File: src/hdl/kmp_pkg.sv
// Package for the KMP stream matcher: beat payload types, FSM states and
// the function and error codes shared by the controller and the top level.
// Depends on nothing.
package kmp_pkg;

	localparam int PAT_MAX_DEF = 64;

	localparam logic FUNC_PATTERN = 1'b0;
	localparam logic FUNC_TEXT    = 1'b1;

	localparam logic [1:0] ERR_NONE  = 2'd0;
	localparam logic [1:0] ERR_FULL  = 2'd1;
	localparam logic [1:0] ERR_SAT   = 2'd2;
	localparam logic [1:0] ERR_EMPTY = 2'd3;

	typedef enum logic [1:0] {
		ST_IDLE,
		ST_WALK,
		ST_FIN
	} state_t;

	typedef struct packed {
		logic       func;
		logic [7:0] data_byte;
		logic       first;
		logic       last_byte;
	} item_t;

	typedef struct packed {
		logic        matched;
		logic [31:0] match_pos;
		logic        no_match;
		logic [6:0]  prefix_len;
		logic [1:0]  error;
	} result_t;

endpackage

File: src/hdl/kmp_chan_if.sv
// Valid/ready channel interface used for the item and result streams.
// The payload type is set by the instantiating module (types from kmp_pkg).
interface kmp_chan_if #(
	parameter type payload_t = logic
) ();
	logic     valid;
	logic     ready;
	payload_t data;

	modport source (output valid, output data, input ready);
	modport sink (input valid, input data, output ready);
endinterface

File: src/hdl/kmp_tables.sv
// Pattern store and failure table: two synchronous memories with one write
// port and one registered read port each. Uses kmp_pkg for the default depth.
module kmp_tables #(
	parameter int PAT_MAX = kmp_pkg::PAT_MAX_DEF,
	localparam int AW = (PAT_MAX > 1) ? $clog2(PAT_MAX) : 1
) (
	input  logic          clk,
	input  logic          rd_en,
	input  logic [AW-1:0] rd_addr,
	output logic [7:0]    pat_rd,
	output logic [AW-1:0] fail_rd,
	input  logic          wr_en,
	input  logic [AW-1:0] wr_addr,
	input  logic [7:0]    wr_pat,
	input  logic [AW-1:0] wr_fail
);

	logic [7:0]    pat_mem [PAT_MAX];
	logic [AW-1:0] fail_mem [PAT_MAX];
	logic [AW-1:0] fail_addr;
	logic [7:0]    pat_rd_q;
	logic [AW-1:0] fail_rd_q;

	// The failure entry of the previous position is fetched with the byte,
	// so one read step yields both the compare byte and the fallback length.
	assign fail_addr = (rd_addr == '0) ? '0 : rd_addr - AW'(1);

	always_ff @(posedge clk) begin
		if (wr_en) begin
			pat_mem[wr_addr]  <= wr_pat;
			fail_mem[wr_addr] <= wr_fail;
		end
		if (rd_en) begin
			pat_rd_q  <= pat_mem[rd_addr];
			fail_rd_q <= fail_mem[fail_addr];
		end
	end

	assign pat_rd  = pat_rd_q;
	assign fail_rd = fail_rd_q;

endmodule

File: src/hdl/kmp_walk_ctrl.sv
// Sequencer of the KMP matcher: accepts an item, walks the failure chain
// through kmp_tables one probe per cycle, updates the match state and hands
// a finished result to the output register. Uses kmp_pkg.
module kmp_walk_ctrl #(
	parameter int PAT_MAX = kmp_pkg::PAT_MAX_DEF,
	localparam int AW = (PAT_MAX > 1) ? $clog2(PAT_MAX) : 1,
	localparam int PW = $clog2(PAT_MAX + 1)
) (
	input  logic              clk,
	input  logic              arst_n,
	input  logic              in_valid,
	output logic              in_ready,
	input  kmp_pkg::item_t    in_data,
	input  logic              slot_free,
	output logic              fin,
	output kmp_pkg::result_t  res,
	output logic              rd_en,
	output logic [AW-1:0]     rd_addr,
	input  logic [7:0]        pat_rd,
	input  logic [AW-1:0]     fail_rd,
	output logic              wr_en,
	output logic [AW-1:0]     wr_addr,
	output logic [7:0]        wr_pat,
	output logic [AW-1:0]     wr_fail
);

	kmp_pkg::state_t state_q, state_nxt;

	logic [PW-1:0] pattern_len_q;
	logic [AW-1:0] build_prefix_q;
	logic [PW-1:0] match_prefix_q;
	logic [31:0]   text_index_q;
	logic          found_q;

	kmp_pkg::item_t item_q;
	logic [PW-1:0]  q_q;

	logic          accept;
	logic [PW-1:0] a_plen;
	logic [PW-1:0] a_mp;
	logic          a_found;
	logic          a_walk;
	logic [PW-1:0] a_q;

	logic          pat_hit;
	logic          walk_done;
	logic [PW-1:0] q_res;
	logic [PW-1:0] q_fin;

	logic [PW-1:0] f_plen;
	logic [AW-1:0] f_bp;
	logic [PW-1:0] f_mp;
	logic [31:0]   f_ti;
	logic          f_found;
	logic          f_full;
	logic          f_sat;
	logic [PW-1:0] f_plen_out;
	logic [31:0]   plen_wide;

	logic [PW-1:0] n_pattern_len;
	logic [AW-1:0] n_build_prefix;
	logic [PW-1:0] n_match_prefix;
	logic [31:0]   n_text_index;
	logic          n_found;

	assign accept = in_valid && in_ready;

	// Start of an item, evaluated on the incoming beat.
	always_comb begin
		a_plen  = in_data.first ? '0 : pattern_len_q;
		a_mp    = in_data.first ? '0 : match_prefix_q;
		a_found = in_data.first ? 1'b0 : found_q;
		if (in_data.func == kmp_pkg::FUNC_PATTERN) begin
			a_walk = (a_plen != '0) && (a_plen != PW'(PAT_MAX));
			a_q    = in_data.first ? '0 : PW'(build_prefix_q);
		end else begin
			a_walk = (pattern_len_q != '0) && !a_found;
			a_q    = a_mp;
		end
	end

	// One probe of the failure chain: compare the fetched byte.
	assign pat_hit   = (pat_rd == item_q.data_byte);
	assign walk_done = pat_hit || (q_q == '0);
	assign q_res     = pat_hit ? q_q + PW'(1) : q_q;
	assign q_fin     = (state_q == kmp_pkg::ST_WALK) ? q_res : q_q;

	// Next state.
	always_comb begin
		state_nxt = state_q;
		unique case (state_q)
			kmp_pkg::ST_IDLE: begin
				if (accept) begin
					state_nxt = a_walk ? kmp_pkg::ST_WALK : kmp_pkg::ST_FIN;
				end
			end
			kmp_pkg::ST_WALK: begin
				if (walk_done) begin
					state_nxt = slot_free ? kmp_pkg::ST_IDLE : kmp_pkg::ST_FIN;
				end
			end
			kmp_pkg::ST_FIN: begin
				if (slot_free) begin
					state_nxt = kmp_pkg::ST_IDLE;
				end
			end
			default: state_nxt = kmp_pkg::ST_IDLE;
		endcase
	end

	// FSM outputs.
	always_comb begin
		in_ready = 1'b0;
		fin      = 1'b0;
		rd_en    = 1'b0;
		rd_addr  = fail_rd;
		unique case (state_q)
			kmp_pkg::ST_IDLE: begin
				in_ready = 1'b1;
				rd_en    = accept && a_walk;
				rd_addr  = a_q[AW-1:0];
			end
			kmp_pkg::ST_WALK: begin
				fin   = walk_done && slot_free;
				rd_en = !walk_done;
			end
			kmp_pkg::ST_FIN: begin
				fin = slot_free;
			end
			default: begin
				in_ready = 1'b0;
			end
		endcase
	end

	// Completion of an item from the latched beat and the walk result.
	always_comb begin
		f_plen  = item_q.first ? '0 : pattern_len_q;
		f_bp    = item_q.first ? '0 : build_prefix_q;
		f_mp    = item_q.first ? '0 : match_prefix_q;
		f_ti    = item_q.first ? '0 : text_index_q;
		f_found = item_q.first ? 1'b0 : found_q;
		f_full  = (f_plen == PW'(PAT_MAX));
		f_sat   = &f_ti;

		res            = '0;
		f_plen_out     = '0;
		wr_en          = 1'b0;
		wr_addr        = f_plen[AW-1:0];
		wr_pat         = item_q.data_byte;
		wr_fail        = (f_plen == '0) ? '0 : q_fin[AW-1:0];
		n_pattern_len  = pattern_len_q;
		n_build_prefix = build_prefix_q;
		n_match_prefix = '0;
		n_text_index   = '0;
		n_found        = 1'b0;

		if (item_q.func == kmp_pkg::FUNC_PATTERN) begin
			if (f_full) begin
				res.error      = kmp_pkg::ERR_FULL;
				n_pattern_len  = f_plen;
				n_build_prefix = f_bp;
				f_plen_out     = f_plen;
			end else begin
				wr_en          = fin;
				n_pattern_len  = f_plen + PW'(1);
				n_build_prefix = wr_fail;
				f_plen_out     = f_plen + PW'(1);
			end
		end else begin
			n_match_prefix = f_mp;
			n_found        = f_found;
			n_text_index   = f_sat ? f_ti : f_ti + 32'd1;
			if (f_sat) begin
				res.error = kmp_pkg::ERR_SAT;
			end
			if (pattern_len_q == '0) begin
				res.error    = kmp_pkg::ERR_EMPTY;
				res.no_match = item_q.last_byte;
			end else if (f_found) begin
				f_plen_out = pattern_len_q;
			end else begin
				n_match_prefix = q_fin;
				f_plen_out     = q_fin;
				if (q_fin == pattern_len_q) begin
					n_found       = 1'b1;
					res.matched   = 1'b1;
					res.match_pos = f_ti - 32'(pattern_len_q) + 32'd1;
				end else begin
					res.no_match = item_q.last_byte;
				end
			end
			if (item_q.last_byte) begin
				n_match_prefix = '0;
				n_text_index   = '0;
				n_found        = 1'b0;
			end
		end

		plen_wide      = 32'(f_plen_out);
		res.prefix_len = plen_wide[6:0];
	end

	always_ff @(posedge clk or negedge arst_n) begin
		if (!arst_n) begin
			state_q        <= kmp_pkg::ST_IDLE;
			pattern_len_q  <= '0;
			build_prefix_q <= '0;
			match_prefix_q <= '0;
			text_index_q   <= '0;
			found_q        <= 1'b0;
		end else begin
			state_q <= state_nxt;
			if (fin) begin
				pattern_len_q  <= n_pattern_len;
				build_prefix_q <= n_build_prefix;
				match_prefix_q <= n_match_prefix;
				text_index_q   <= n_text_index;
				found_q        <= n_found;
			end
		end
	end

	always_ff @(posedge clk) begin
		if (accept) begin
			item_q <= in_data;
			q_q    <= a_q;
		end else if (state_q == kmp_pkg::ST_WALK) begin
			q_q <= walk_done ? q_res : PW'(fail_rd);
		end
	end

`ifndef SYNTHESIS
	a_fin_slot: assert property (@(posedge clk) disable iff (!arst_n)
		fin |-> slot_free)
		else $error("result finished while the output register is occupied");

	a_chain_shrinks: assert property (@(posedge clk) disable iff (!arst_n)
		(state_q == kmp_pkg::ST_WALK && !walk_done) |=> (q_q < $past(q_q)))
		else $error("failure chain step did not shorten the prefix");

	a_text_probe: assert property (@(posedge clk) disable iff (!arst_n)
		(state_q == kmp_pkg::ST_WALK && item_q.func == kmp_pkg::FUNC_TEXT)
		|-> (q_q < pattern_len_q))
		else $error("text probe beyond the loaded pattern");

	a_build_probe: assert property (@(posedge clk) disable iff (!arst_n)
		(state_q == kmp_pkg::ST_WALK && item_q.func == kmp_pkg::FUNC_PATTERN)
		|-> (q_q < f_plen))
		else $error("pattern probe beyond the stored bytes");

	a_found_full: assert property (@(posedge clk) disable iff (!arst_n)
		found_q |-> (match_prefix_q == pattern_len_q))
		else $error("found flag set without a full-length prefix");
`endif

endmodule

File: src/hdl/kmp_stream_matcher.sv
// Top level of the KMP stream matcher: channel interfaces, output register,
// sequencer and table memories. Uses kmp_pkg, kmp_chan_if, kmp_tables and
// kmp_walk_ctrl.
//
//  Channel  Modport  Payload            Beat meaning
//  -------  -------  -----------------  ----------------------------------
//  item     sink     kmp_pkg::item_t    one pattern byte or one text byte
//  result   source   kmp_pkg::result_t  one result for each item beat
//
// An item beat is accepted in ST_IDLE and then walks the failure chain in
// ST_WALK, one failure-chain probe after another; items that need no walk go
// straight to ST_FIN. Each probe is one read of the pattern and failure
// memories, so the single read port sets the rate; the chain amortizes to at
// most two probes per text byte.
// Reset clears the FSM, the pattern length and all text progress; the memories
// are not cleared, since only entries below the loaded length are ever read.
// A stalled result stays in the output register; the next item is still
// taken, and only its completion waits for the register to drain.
module kmp_stream_matcher #(
	parameter int PAT_MAX = kmp_pkg::PAT_MAX_DEF
) (
	input logic        clk,
	input logic        arst_n,
	kmp_chan_if.sink   item,
	kmp_chan_if.source result
);

	localparam int AW = (PAT_MAX > 1) ? $clog2(PAT_MAX) : 1;

	logic              fin;
	logic              slot_free;
	kmp_pkg::result_t  res;
	logic              rd_en;
	logic [AW-1:0]     rd_addr;
	logic [7:0]        pat_rd;
	logic [AW-1:0]     fail_rd;
	logic              wr_en;
	logic [AW-1:0]     wr_addr;
	logic [7:0]        wr_pat;
	logic [AW-1:0]     wr_fail;

	logic              out_valid_q;
	kmp_pkg::result_t  out_data_q;

	// The output register can take a new result when it is empty or when its
	// current beat leaves in this same cycle.
	assign slot_free = !out_valid_q || result.ready;

	kmp_walk_ctrl #(
		.PAT_MAX(PAT_MAX)
	) u_ctrl (
		.clk      (clk),
		.arst_n   (arst_n),
		.in_valid (item.valid),
		.in_ready (item.ready),
		.in_data  (item.data),
		.slot_free(slot_free),
		.fin      (fin),
		.res      (res),
		.rd_en    (rd_en),
		.rd_addr  (rd_addr),
		.pat_rd   (pat_rd),
		.fail_rd  (fail_rd),
		.wr_en    (wr_en),
		.wr_addr  (wr_addr),
		.wr_pat   (wr_pat),
		.wr_fail  (wr_fail)
	);

	kmp_tables #(
		.PAT_MAX(PAT_MAX)
	) u_tables (
		.clk    (clk),
		.rd_en  (rd_en),
		.rd_addr(rd_addr),
		.pat_rd (pat_rd),
		.fail_rd(fail_rd),
		.wr_en  (wr_en),
		.wr_addr(wr_addr),
		.wr_pat (wr_pat),
		.wr_fail(wr_fail)
	);

	// Output register: valid is control state, the payload needs no reset.
	always_ff @(posedge clk or negedge arst_n) begin
		if (!arst_n) begin
			out_valid_q <= 1'b0;
		end else if (fin) begin
			out_valid_q <= 1'b1;
		end else if (result.ready) begin
			out_valid_q <= 1'b0;
		end
	end

	always_ff @(posedge clk) begin
		if (fin) begin
			out_data_q <= res;
		end
	end

	assign result.valid = out_valid_q;
	assign result.data  = out_data_q;

endmodule

File: src/flat_wrapper.sv
// flat-port wrapper written by rule: the top's interface ports become plain ports
module kmp_stream_matcher_flat 
#(
	parameter int PAT_MAX = kmp_pkg::PAT_MAX_DEF
)
  (clk, arst_n, item_valid, item_data, item_ready, result_valid, result_data, result_ready);
  kmp_chan_if #(.payload_t(kmp_pkg::item_t)) item_i ();
  kmp_chan_if #(.payload_t(kmp_pkg::result_t)) result_i ();
  input logic clk;
  input logic arst_n;
  input wire logic [$bits(item_i.valid)-1:0] item_valid;
  input wire logic [$bits(item_i.data)-1:0] item_data;
  output wire logic [$bits(item_i.ready)-1:0] item_ready;
  output wire logic [$bits(result_i.valid)-1:0] result_valid;
  output wire logic [$bits(result_i.data)-1:0] result_data;
  input wire logic [$bits(result_i.ready)-1:0] result_ready;
  assign item_i.valid = item_valid;
  assign item_i.data = item_data;
  assign item_ready = item_i.ready;
  assign result_valid = result_i.valid;
  assign result_data = result_i.data;
  assign result_i.ready = result_ready;
  kmp_stream_matcher #(.PAT_MAX(PAT_MAX)) u_core (.clk(clk), .arst_n(arst_n), .item(item_i), .result(result_i));
endmodule
File: config.mk
export PLATFORM = sky130hd
export DESIGN_NAME = kmp_stream_matcher_flat
export DESIGN_NICKNAME = d
export VERILOG_FILES = /design/src/hdl/kmp_pkg.sv /design/src/hdl/kmp_chan_if.sv /design/src/hdl/kmp_tables.sv /design/src/hdl/kmp_walk_ctrl.sv /design/src/hdl/kmp_stream_matcher.sv /design/src/flat_wrapper.sv
export SDC_FILE = /design/constraint.sdc
export NUM_CORES = 1
export LEC_CHECK = 0
export BUFFER_PORTS_ARGS = -buffer_cell sky130_fd_sc_hd__buf_4
export CORE_MARGIN = 1
export CORE_UTILIZATION = 50
export CTS_BUF_LIST = sky130_fd_sc_hd__clkbuf_16
export DETAILED_ROUTE_END_ITERATION = 8
export PLACE_DENSITY = 0.68
export SLEW_MARGIN = 20
export SYNTH_ARGS = -nofsm -noshare
export SYNTH_HDL_FRONTEND = slang
export SYNTH_SLANG_ARGS = --single-unit
File: constraint.sdc
create_clock -name clk -period 4.45 [get_ports clk]
set_input_delay 0.445 -clock clk [delete_from_list [all_inputs] [get_ports clk]]
set_output_delay 0.445 -clock clk [all_outputs]
set_load 0.01 [all_outputs]
Word-level counts from Yosys, hierarchy flattened
Memories as Yosys holds them, arrays and structs flattened. A register that Yosys moved wholly into a read port is not among the register bits. Cells that the tools add are included.

Add/sub/neg operators: 6. Multipliers: 0. Div/mod/pow operators: 0. Magnitude comparators: 0. Eq/ne operators: 10. Shift operators: 0. Multiplexer cells: 59. Bitwise operators: 2. Reduce and logical (&&, ||, !) cells: 25.

Operators by type and width (count): two-way mux 32 bit (4); two-way mux 7 bit (18); adder 32 x 1 -> 32 bit (second input constant) (2); two-way mux 6 bit (6); two-way mux 33 bit (1); AND reduction 32 bit (1); subtractor 32 x 7 -> 32 bit (1); logical NOT 7 bit (3); two-way mux 1 bit (19); two-way mux 2 bit (8); adder 7 x 1 -> 7 bit (second input constant) (2); nonzero test 7 bit (2); == test 8 bit (1); != test 2 bit (second input constant) (4); == test 7 bit (1); == test 7 bit (second input constant) (1); != test 7 bit (second input constant) (1); logical NOT 6 bit (1); one-hot mux 2 bit (3 select lines) (1); AND reduction 3 bit (2); subtractor 6 x 1 -> 6 bit (second input constant) (1); logical AND 1 bit (5); one-hot mux 1 bit (2 select lines) (2); nonzero test 2 bit (2); 9 further kinds (13).

Bits in registers: 117. Latch bits: 0. Memory bits (writable): 896. Memory bits (read-only): 0. Bits of input ports: 15. Output and inout port bits: 45. Logic and storage cells: 121. Memories kept: 2.

Memories: u_core.u_tables.pat_mem (words 64, bits a word 8, read ports 1, clocked after Yosys merged registers in 1, wr ports 1, RTL line kmp_tables.sv:18) `logic [7:0] pat_mem [PAT_MAX];`; u_core.u_tables.fail_mem (words 64, bits a word 6, read ports 1, clocked after Yosys merged registers in 1, wr ports 1, RTL line kmp_tables.sv:19) `logic [AW-1:0] fail_mem [PAT_MAX];`.

Longest topological paths before layout
Gate-level depths: netlist of run 1.

Word-level depth: 9. Mapped depth: 24. Gate-level depth less buffers: 16.

Modules after synthesis
Synthesis of run 1 repeated with hierarchy kept, for this count alone.

Cells, all modules: 2831. Area total of the unflattened synthesis: 44502.7 µm².

Modules (own cells, without submodules): kmp_tables (times used 1, cells each 1889, area each 36142.2 µm², sequential area each 27326.2 µm²); kmp_walk_ctrl (times used 1, cells each 896, area each 7021.7 µm², sequential area each 1916.8 µm²); kmp_stream_matcher (times used 1, cells each 46, area each 1338.8 µm², sequential area each 1316.3 µm²).

Worst setup path after synthesis of run 1
No wires, ideal clock.

Path kind: register -> register. From: register u_core.u_ctrl.item_q (netlist bit u_core.u_ctrl.wr_pat[3]). To: memory u_core.u_tables.fail_mem[0][5] in the netlist's numbering, data pin. Library setup time: 504 ps. Data arrival time: 3698 ps. Slack: 248 ps. Cell stages (with the launch flop): 8. Path buffers: 0. Period minus slack after synthesis: 4202 ps. Path through: edfxtp_1 > xnor2_1 > nand4_1 > nor3_4 > nand2_2 > nor2_1 > xnor2_1 > nor2_1.

Longest elaborated chain between the ends: 4.

RTL lines: from (decl) (RTL line kmp_walk_ctrl.sv:35) `kmp_pkg::item_t item_q;`; from (signal assigned) (RTL line kmp_walk_ctrl.sv:226) `item_q <= in_data;`; == test 8 bit (RTL line kmp_walk_ctrl.sv:83) `assign pat_hit = (pat_rd == item_q.data_byte);`; two-way mux 7 bit (RTL line kmp_walk_ctrl.sv:85) `assign q_res = pat_hit ? q_q + PW'(1) : q_q;`; two-way mux 7 bit (RTL line kmp_walk_ctrl.sv:86) `assign q_fin = (state_q == kmp_pkg::ST_WALK) ? q_res : q_q;`; two-way mux 6 bit (RTL line kmp_walk_ctrl.sv:151) `wr_fail = (f_plen == '0) ? '0 : q_fin[AW-1:0];`; via u_core.u_ctrl.wr_fail[5] (RTL line kmp_walk_ctrl.sv:24) `output logic [AW-1:0] wr_fail`; to (decl) (RTL line kmp_tables.sv:19).

The timed path passes the listed nets, and every way through them passes these cells.

Worst setup path after layout of run 1
From: register u_core.u_ctrl.item_q[1] in the netlist's numbering. To: register u_core.out_data_q (netlist bit u_core.result.data[39]), data pin.

Longest elaborated chain between the ends: 3.

RTL lines: two-way mux 32 bit (RTL line kmp_walk_ctrl.sv:141) `f_ti = item_q.first ? '0 : text_index_q;`; subtractor 32 x 7 -> 32 bit (RTL line kmp_walk_ctrl.sv:188) `res.match_pos = f_ti - 32'(pattern_len_q) + 32'd1;`; adder 32 x 1 -> 32 bit (RTL line kmp_walk_ctrl.sv:188); to (signal assigned) (RTL line kmp_stream_matcher.sv:97) `out_data_q <= res;`; to (decl) (RTL line kmp_stream_matcher.sv:43) `kmp_pkg::result_t out_data_q;`.

Several ways; a longest one is shown, not always the timed one. A chain may end at the register's enable or synchronous reset.

==> summary.md, run 1 <==
| Metric | Value |
|---|---|
| Antenna violations before repair | 0 |
| Vias/cell | roughly 6 |
| Slew Viols, Final | 0 |
| Synth Register Bits | slightly above 1,000 |
| # diodes | 0 |
| Post-Syn Nets | ~3,700 |
| Filler cells | 7,015 |
| Top-count cell post-synth | edfxtp_1 |
| Area delta synth->final | 13.73% |
| Worst hold path class | input pin to register |
| Async set-reset flop share out of synthesis | under 10% |
| PwrDens | 787.2 nW/um^2 |
| Vias in the first global route | 28,550 |
| Met1 usage in global routing | between 30% and 40% |
| Utilization after layout | a little under three fifths |
| Cell leakage power | roughly 18 nW |
| Post-synth top area cell | edfxtp_1 |
| Met2 Usage GRT | roughly two fifths |
| Vias | 30,480 |
| Crit share post-route | between 90% and 100% |
| DP HPWL | 73,020 um |
| Number of synthesized flops with an enable pin | around 970 |
| Total power draw | about 40 mW |
| Finish-stage setup viols | 0 |
| Worst-margin pin slew | 1.074 ns |
| Mapped Area | about 45,000 um^2 |
| Part of the Yosys area used for sequential elements | about 69% |
| I/O Pins | 60 |
| Nets@finish | ~3,900 |
| TritonRoute pass-1 iters | 6 |
| Worst Setup Path Type | register to register |
| Clk root buf | clkbuf_16 |
| Internal | 22.62 mW |
| Worst-path maximum fanout | 14 |
| Die area | between 90,000 and 100,000 um^2 |
| Slew Limit Headroom | between 20% and 30% |
| WP buf/inv | 1 |
| Reg power frac | a little under a third |
| Crit-path max cell delay | 0.48 ns |
| Max-Cap Viols | 0 |
| Distinct cells, synth | 95 |
| Cell Chain, Critical Path | buf_4 > nor2b_1 > ha_1 > ha_1 > fa_1 > a211oi_1 > o21bai_1 > a21o_1 > a31o_2 > a31oi_2 > o311ai_0 > nand2_1 > nor2_1 > a41o_1 > nor4_1 |
| Final Critical Period | ~4.1 ns |
| Commonest cells in the netlist | edfxtp_1 (971), nand2_1 (818), nand3_1 (351) |
| Crit-path most repeated cell | ha_1 |
| Clock-pin transition on the worst setup and hold timing paths | approximately 0.060 ns |
| WP depth | 15 |
| H-tree depth | 3 |
| Final hold viol count | 0 |
| # port buffers | 59 |
| Core Box Area | 88,240 um^2 |
| Comb pwr share | a little under half |
| GPL Wtd Cong | slightly above 0.9 |
| Fmax | ~240 MHz |
| Post-CTS Setup Inserts | 0 |
| Clk_lat worst skew | 0.69 ns |
| Synth Area per Inst | 12.32 um^2 |
| Total wire length | between 100,000 and 150,000 um |
| All-Layer GR Usage | about a quarter |
| Setup Total Neg Slack | 0 ns |
| WP data arrival | 4.59 ns |
| Ranking of synthesized cells by area | edfxtp_1 (65%), nand2_1 (6.9%), nand3_1 (3.9%) |
| Switching portion of total power | a little over two fifths |
| Crit start category | register |
| CTS tree | yes |
| Setup Skew | between 0.02 and 0.025 ns |
| Clock power share | a little over a fifth |
| Residual DRC | 0 |
| R2R depth | 15 |
| Die width | 300.4 um |
| First-pass GRT wire length | approximately 180,000 um |
| Top FF cell, synth | edfxtp_1 |
| P_sw | 17.25 mW |
| Clock Path Buffers | 3 |
| TritonCTS buffer count | around 100 |
| VDD IR-drop max | a little under 1 mV |
| Synth top area share | between 60% and 70% |
| Yosys warning count | 0 |
| Initial drt markers | ~3,700 |
| Global route hottest layer | met2 |
| Data required, critical path | 4.91 ns |
| Per-cell routed wire length | roughly 24 um |
| Chip height | around 300 um |
| Largest net degree at the start of global routing | ~110 |
| Share of layout cells above drive strength 1 | around an eighth |
| Initial Utilization | about half |
| Worst hold path stage count | 3 |
| Met3 global-route usage | 4.798% |
| Worst Setup End Kind | register |
| Synth Instances | 3,615 |
| Unrepaired setup endpoints after global routing | no |
| # rows | about 110 |
| CP top delay family | compound AO/OA/AOI/OAI gates |
| # clock sinks | about 1,000 |
| CP max-delay cell | fa_1 |
| Final ANT Viol Nets | 0 |
| Status | completed |
| Total gr overflow | 0 |
[stage by stage]
stage	instances	hold slack (ns)	setup WS (ns)	instance area, um^2
2_1_floorplan	3615	0.1494	0.2480	44530
3_3_place_gp	4816	0.4597	0.3863	47190
3_5_place_dp	4816	0.4614	0.2861	47190
4_1_cts	5017	0.02725	0.2505	50640
5_1_grt	5017	0.06982	0.007075	50650
6_report	5017	0.05448	0.3233	50650
[metal layers]
metal	vias up	wire, um
met5	-	0
met4	0	2907
met3	197	11740
met2	1592	55110
met1	15000	49700
li1	13680	-
[worst register-to-register path: stages (launching register included)]
cell and delay [ns]:
edfxtp_1 0.35, buf_4 0.21, nor2b_1 0.11, ha_1 0.19, ha_1 0.23, fa_1 0.49
a211oi_1 0.35, o21bai_1 0.12, a21o_1 0.22, a31o_2 0.32, a31oi_2 0.28, o311ai_0 0.26
nand2_1 0.22, nor2_1 0.06, a41o_1 0.20, nor4_1 0.31
[worst paths after layout]
path	startpoint	end	slack, ns
setup / recovery	u_core.u_ctrl.item_q[1]	u_core.result.data[39]	0.32
hold / removal	result_ready	u_core.result.valid	0.05
setup reg to reg	u_core.u_ctrl.item_q[1]	u_core.result.data[39]	0.32
hold reg to reg	u_core.u_ctrl.text_index_q[8]	u_core.u_ctrl.text_index_q[8]	0.48
max in group asynchronous	arst_n	u_core.u_ctrl.text_index_q[13]	3.54
min in group asynchronous	arst_n	u_core.u_ctrl.text_index_q[27]	0.39
[state kept, by name (all words and copies together), names as in the netlist]
register and count:
u_core.u_tables.pat_mem 512, u_core.u_tables.fail_mem 384, u_core.result.data 43, u_core.u_ctrl.text_index_q 32, u_core.u_ctrl.wr_pat 8, u_core.u_tables.pat_rd 8
u_core.u_ctrl.match_prefix_q 7, u_core.u_ctrl.pattern_len_q 7, u_core.u_ctrl.q_q 7, u_core.u_ctrl.build_prefix_q 6, u_core.u_tables.fail_rd 6, u_core.u_ctrl.item_q 3
u_core.u_ctrl.state_q 2, u_core.result.valid 1, u_core.u_ctrl.found_q 1
[final cells by class]
type,count,area (um^2),share of cell area (%)
Sequential cell,1027,30560,60.34
Multi-Input combinational cell,2307,12840,25.36
Clock buffer,108,2703,5.336
Timing Repair Buffer,269,2210,4.363
Tap cell,1165,1458,2.878
Clock inverter,82,640.6,1.265
Inverter,59,234.0,0.4620
[cell families (layout without fill, tap and decap cells)]
family          after synthesis  after routing  synth area share [%]
mux                          44             44                 1.141
compound gates              544            544                 8.404
buf+inv                     281            518                 2.818
fa+ha+maj                    69             69                 1.956
flops                      1027           1027                 68.62
xor+xnor                     58             58                 1.158
simple gates               1592           1592                 15.90
[power groups by stage]
stage               logic [mW]  clock network (mW)  registers [mW]
global route              20.4                9.04            12.2
floorplan                 11.7                   0            12.5
global placement          18.6                   0            12.4
detailed placement        18.8                   0            12.4
finish                    19.1                8.57            12.2
CTS                       18.9                8.65            12.2
[layout by cell type, fill, tap and decap left out, types with 8 or more instances in the layout]
cell type	count
a211oi_1	17
a21o_1	14
a21oi_1	111
a221oi_1	8
a311oi_1	86
a31oi_1	63
and3_1	49
buf_12	13
buf_4	245
clkbuf_16	108
clkinv_1	18
clkinv_2	22
clkinvlp_4	8
dfrtp_1	56
dlygate4sd3_1	11
edfxtp_1	971
ha_1	68
inv_1	74
mux2_2	8
mux2i_1	30
nand2_1	818
nand2b_1	12
nand3_1	351
nand4_1	16
nor2_1	175
nor2b_1	25
nor3_1	53
o211ai_1	34
o21ai_0	90
o221ai_1	18
o22ai_1	25
o31ai_1	16
or3_1	42
xnor2_1	40
xor2_1	16
[what timing repair did]
item                       CTS  global route
setup endpoints to repair    0             1
hold buffers                11             0
hold endpoints to repair    66             0
resized for setup            0             1
(Power assumes the default switching activity.)
==> run 2: changes to the inputs <==
- PLACE_DENSITY: 0.68 -> 0.66
- clock period: 4.45 -> 4.5 ns (I/O delays scaled with it)
==> run 2 against run 1 <==
  * First-iteration DRC count decreased by 8.3%
  * Sequential power about the same
  * Critical path depth unchanged
  * Sequential cell count unchanged
  * Utilization decreased by 0.077 points
  * Sequential share of layout area increased by 0.081 points
  * Non-clock buffer count decreased by 27
  * Combinational power about the same
  * Register-to-register slack improved by 0.13 ns
  * Final area decreased by 0.13%
  * Routed wire length decreased by 0.42%
  * Critical path type unchanged
  * Largest power group unchanged
==> summary.md, run 2 (synthesis results as in run 1) <==
| Metric | Value |
|---|---|
| Status | completed |
| GPL Wtd Cong | 0.9228 (-0.71%) |
| Total power draw | 39.58 mW (-0.72%) |
| Post-Layout Cell Count | 4,991 (-0.52%) |
| Clk_lat worst skew | 0.69 ns (about the same) |
| Total wire length | 119,000 um (-0.42%) |
| Initial drt markers | 3,386 (-8.3%) |
| H-tree depth | 3 (unchanged) |
| Vias/cell | 6.006 (-1.1%) |
| I/O Pins | 60 (unchanged) |
| Largest Register | u_core.u_tables.pat_mem |
| Worst-path maximum fanout | 24 (+10) |
| Area delta synth->final | 13.58% |
| Die area | 90,260 um^2 (unchanged) |
| # clock sinks | 1,027 (unchanged) |
| Data required, critical path | 4.99 ns (+0.08 ns) |
| Crit-path most repeated cell | ha_1 |
| CP max-delay cell | fa_1 |
| Worst Setup End Kind | register |
| Crit-path max cell delay | 0.50 ns (+0.02 ns) |
| CP Capture Point | u_core.result.data[39] |
| VDD IR-drop max | 1.032 mV (+3.8%) |
| Max-Cap Viols | 0 (unchanged) |
| Vias in the first global route | 28,460 (-0.32%) |
| Crit path launch | u_core.u_ctrl.item_q[1] |
| Antenna violations before repair | 0 (unchanged) |
| Chip height | 300.4 um (unchanged) |
| Vias | 29,970 (-1.6%) |
| Worst hold path class | input pin to register |
| Pre-CTS setup slack | 0.2132 ns (-0.07289 ns) |
| Worst Setup Path Type | register to register |
| Share of layout cells above drive strength 1 | 11.74% (-0.75 points) |
| Setup Total Neg Slack | 0 ns (unchanged) |
| R2r endpoint | u_core.result.data[39] |
| Initial Utilization | 50.47% (unchanged) |
| Residual DRC | 0 (unchanged) |
| Finish-stage setup viols | 0 (unchanged) |
| Max reg flops | 512 (unchanged) |
| Most frequent cells in the layout | edfxtp_1 (971), nand2_1 (818), nand3_1 (351) |
| Core Box Area | 88,240 um^2 (unchanged) |
| Fmax | 247.2 MHz (+2.0%) |
| First-pass GRT wire length | 179,700 um (+0.35%) |
| Final hold viol count | 0 (unchanged) |
| Per-cell routed wire length | 23.84 um (+0.10%) |
| TritonCTS buffer count | 105 (+0.96%) |
| R2R depth | 15 (unchanged) |
| Final WS setup | 0.4547 ns (+0.1313 ns) |
| Unrepaired setup endpoints after global routing | no |
| Nets@finish | 3,826 (-0.67%) |
| Number of instances in the placed design | 4,789 (-0.56%) |
| Clock-pin transition on the worst setup and hold timing paths | 0.06 ns (about the same) |
| Slew Limit Headroom | 29.92% (+2.0 points) |
| Setup Skew | 0.02277 ns (+0.002473 ns) |
| Die width | 300.4 um (unchanged) |
| Largest net degree at the start of global routing | 161 (+44%) |
| Worst-margin pin slew | 1.049 ns (-0.02525 ns) |
| # rows | 109 (unchanged) |
| WP data arrival | 4.53 ns (-0.06 ns) |
| Reg2Reg Launch Point | u_core.u_ctrl.item_q[1] |
| PwrDens | 782.6 nW/um^2 (-0.59%) |
| Clk root buf | clkbuf_16 |
| Total gr overflow | 0 (unchanged) |
| Clock Path Buffers | 3 (unchanged) |
| Leading cell type in the layout, fill and taps excluded | edfxtp_1 |
| Crit start category | register |
| # diodes | 0 (unchanged) |
| Final Critical Period | 4.045 ns (-0.08132 ns) |
| Cell leakage power | 18.19 nW (-0.26%) |
| Flop2flop setup slack | 0.45 ns (+0.13 ns) |
| Cell Chain, Critical Path | buf_4 > nor2b_1 > ha_1 > ha_1 > fa_1 > a211oi_2 > o21bai_1 > a21o_1 > a31o_2 > a31oi_2 > o311ai_1 > nand2_1 > nor2_1 > a41o_1 > nor4_1 |
| DP HPWL | 71,610 um (-1.9%) |
| All-Layer GR Usage | 26.26% (+0.069 points) |
| Utilization after layout | 57.32% (-0.077 points) |
| TritonRoute pass-1 iters | 8 (+2) |
| # port buffers | 59 (unchanged) |
| CTS tree | yes |
| Final ANT Viol Nets | 0 (unchanged) |
| Slew Viols, Final | 0 (unchanged) |
| Crit share post-route | 89.90% (-2.8 points) |
| Worst hold path stage count | 3 (unchanged) |
run 2: cell count changes in the layout (fill, tap and decap cells not counted), moves of 5 or more:
| cell | before | now |
|---|---|---|
| clkinv_4 | 5 | 0 |
| clkinv_1 | 18 | 24 |
| bufinv_16 | 7 | 13 |
| clkinvlp_4 | 8 | 2 |
| buf_4 | 245 | 217 |
run 2: worst min path at each step:
stage	startpoint	to	slack, ns
global placement	u_core.u_ctrl.text_index_q[30]	u_core.u_ctrl.text_index_q[30]	0.46
floorplan	arst_n	u_core.result.valid	0.15
finish	result_ready	u_core.result.valid	0.07
CTS	result_ready	u_core.result.valid	0.03
detailed placement	u_core.u_ctrl.text_index_q[30]	u_core.u_ctrl.text_index_q[30]	0.46
global route	result_ready	u_core.result.valid	0.05
run 2: metrics by stage:
step                      hold WS, ns  area [um^2]
after floorplan                0.1544        44530
after global routing          0.05231        50580
final                         0.06615        50580
after CTS                     0.03139        50570
after detailed placement       0.4612        47000
after global placement         0.4563        47000
run 2: timing repair:
action                                 CTS  global route
gates resized for setup                  0             4
endpoints found under the hold margin   66             0
hold buffers                            11             0
setup buffers                            0             0
setup endpoints to repair                0             4
run 2: layout make-up:
| type | instances | area (um^2) |
|---|---|---|
| flip-flops and latches | 1027 | 30560 |
| fillers | 7100 | 37660 |
| clock inverters | 83 | 758.2 |
| clock buffers | 108 | 2703 |
| repair buffers | 242 | 2019 |
| well taps | 1165 | 1458 |
| multi-input cells | 2307 | 12850 |
| inverters | 59 | 234.0 |
run 2: critical path, delay by kind of cell, from the launching register on:
family,cells,cell delay (ns)
AO/OA/AOI/OAI,7,1.61
AND/OR/NAND/NOR,4,0.64
adder cells (fa/ha/maj),3,0.93
flip-flops,1,0.36
buffers and inverters,1,0.30
run 2: power breakdown:
group | internal [mW] | leakage [nW] | switching [mW]
clock | 5.09 | 1.78 | 3.67
combinational | 5.70 | 6.87 | 13.1
sequential | 11.8 | 9.55 | 0.247
total | 22.6 | 18.2 | 17.0
run 2: layer usage:
| layer | global-route usage, % | vias up | share of wire [%] |
|---|---|---|---|
| li1 | - | 13640 | - |
| met1 | 38.51 | 14900 | 43 |
| met2 | 40.93 | 1264 | 47 |
| met3 | 4.228 | 172 | 8.1 |
| met4 | 6.791 | 0 | 2.2 |
| met5 | 0 | - | 0 |
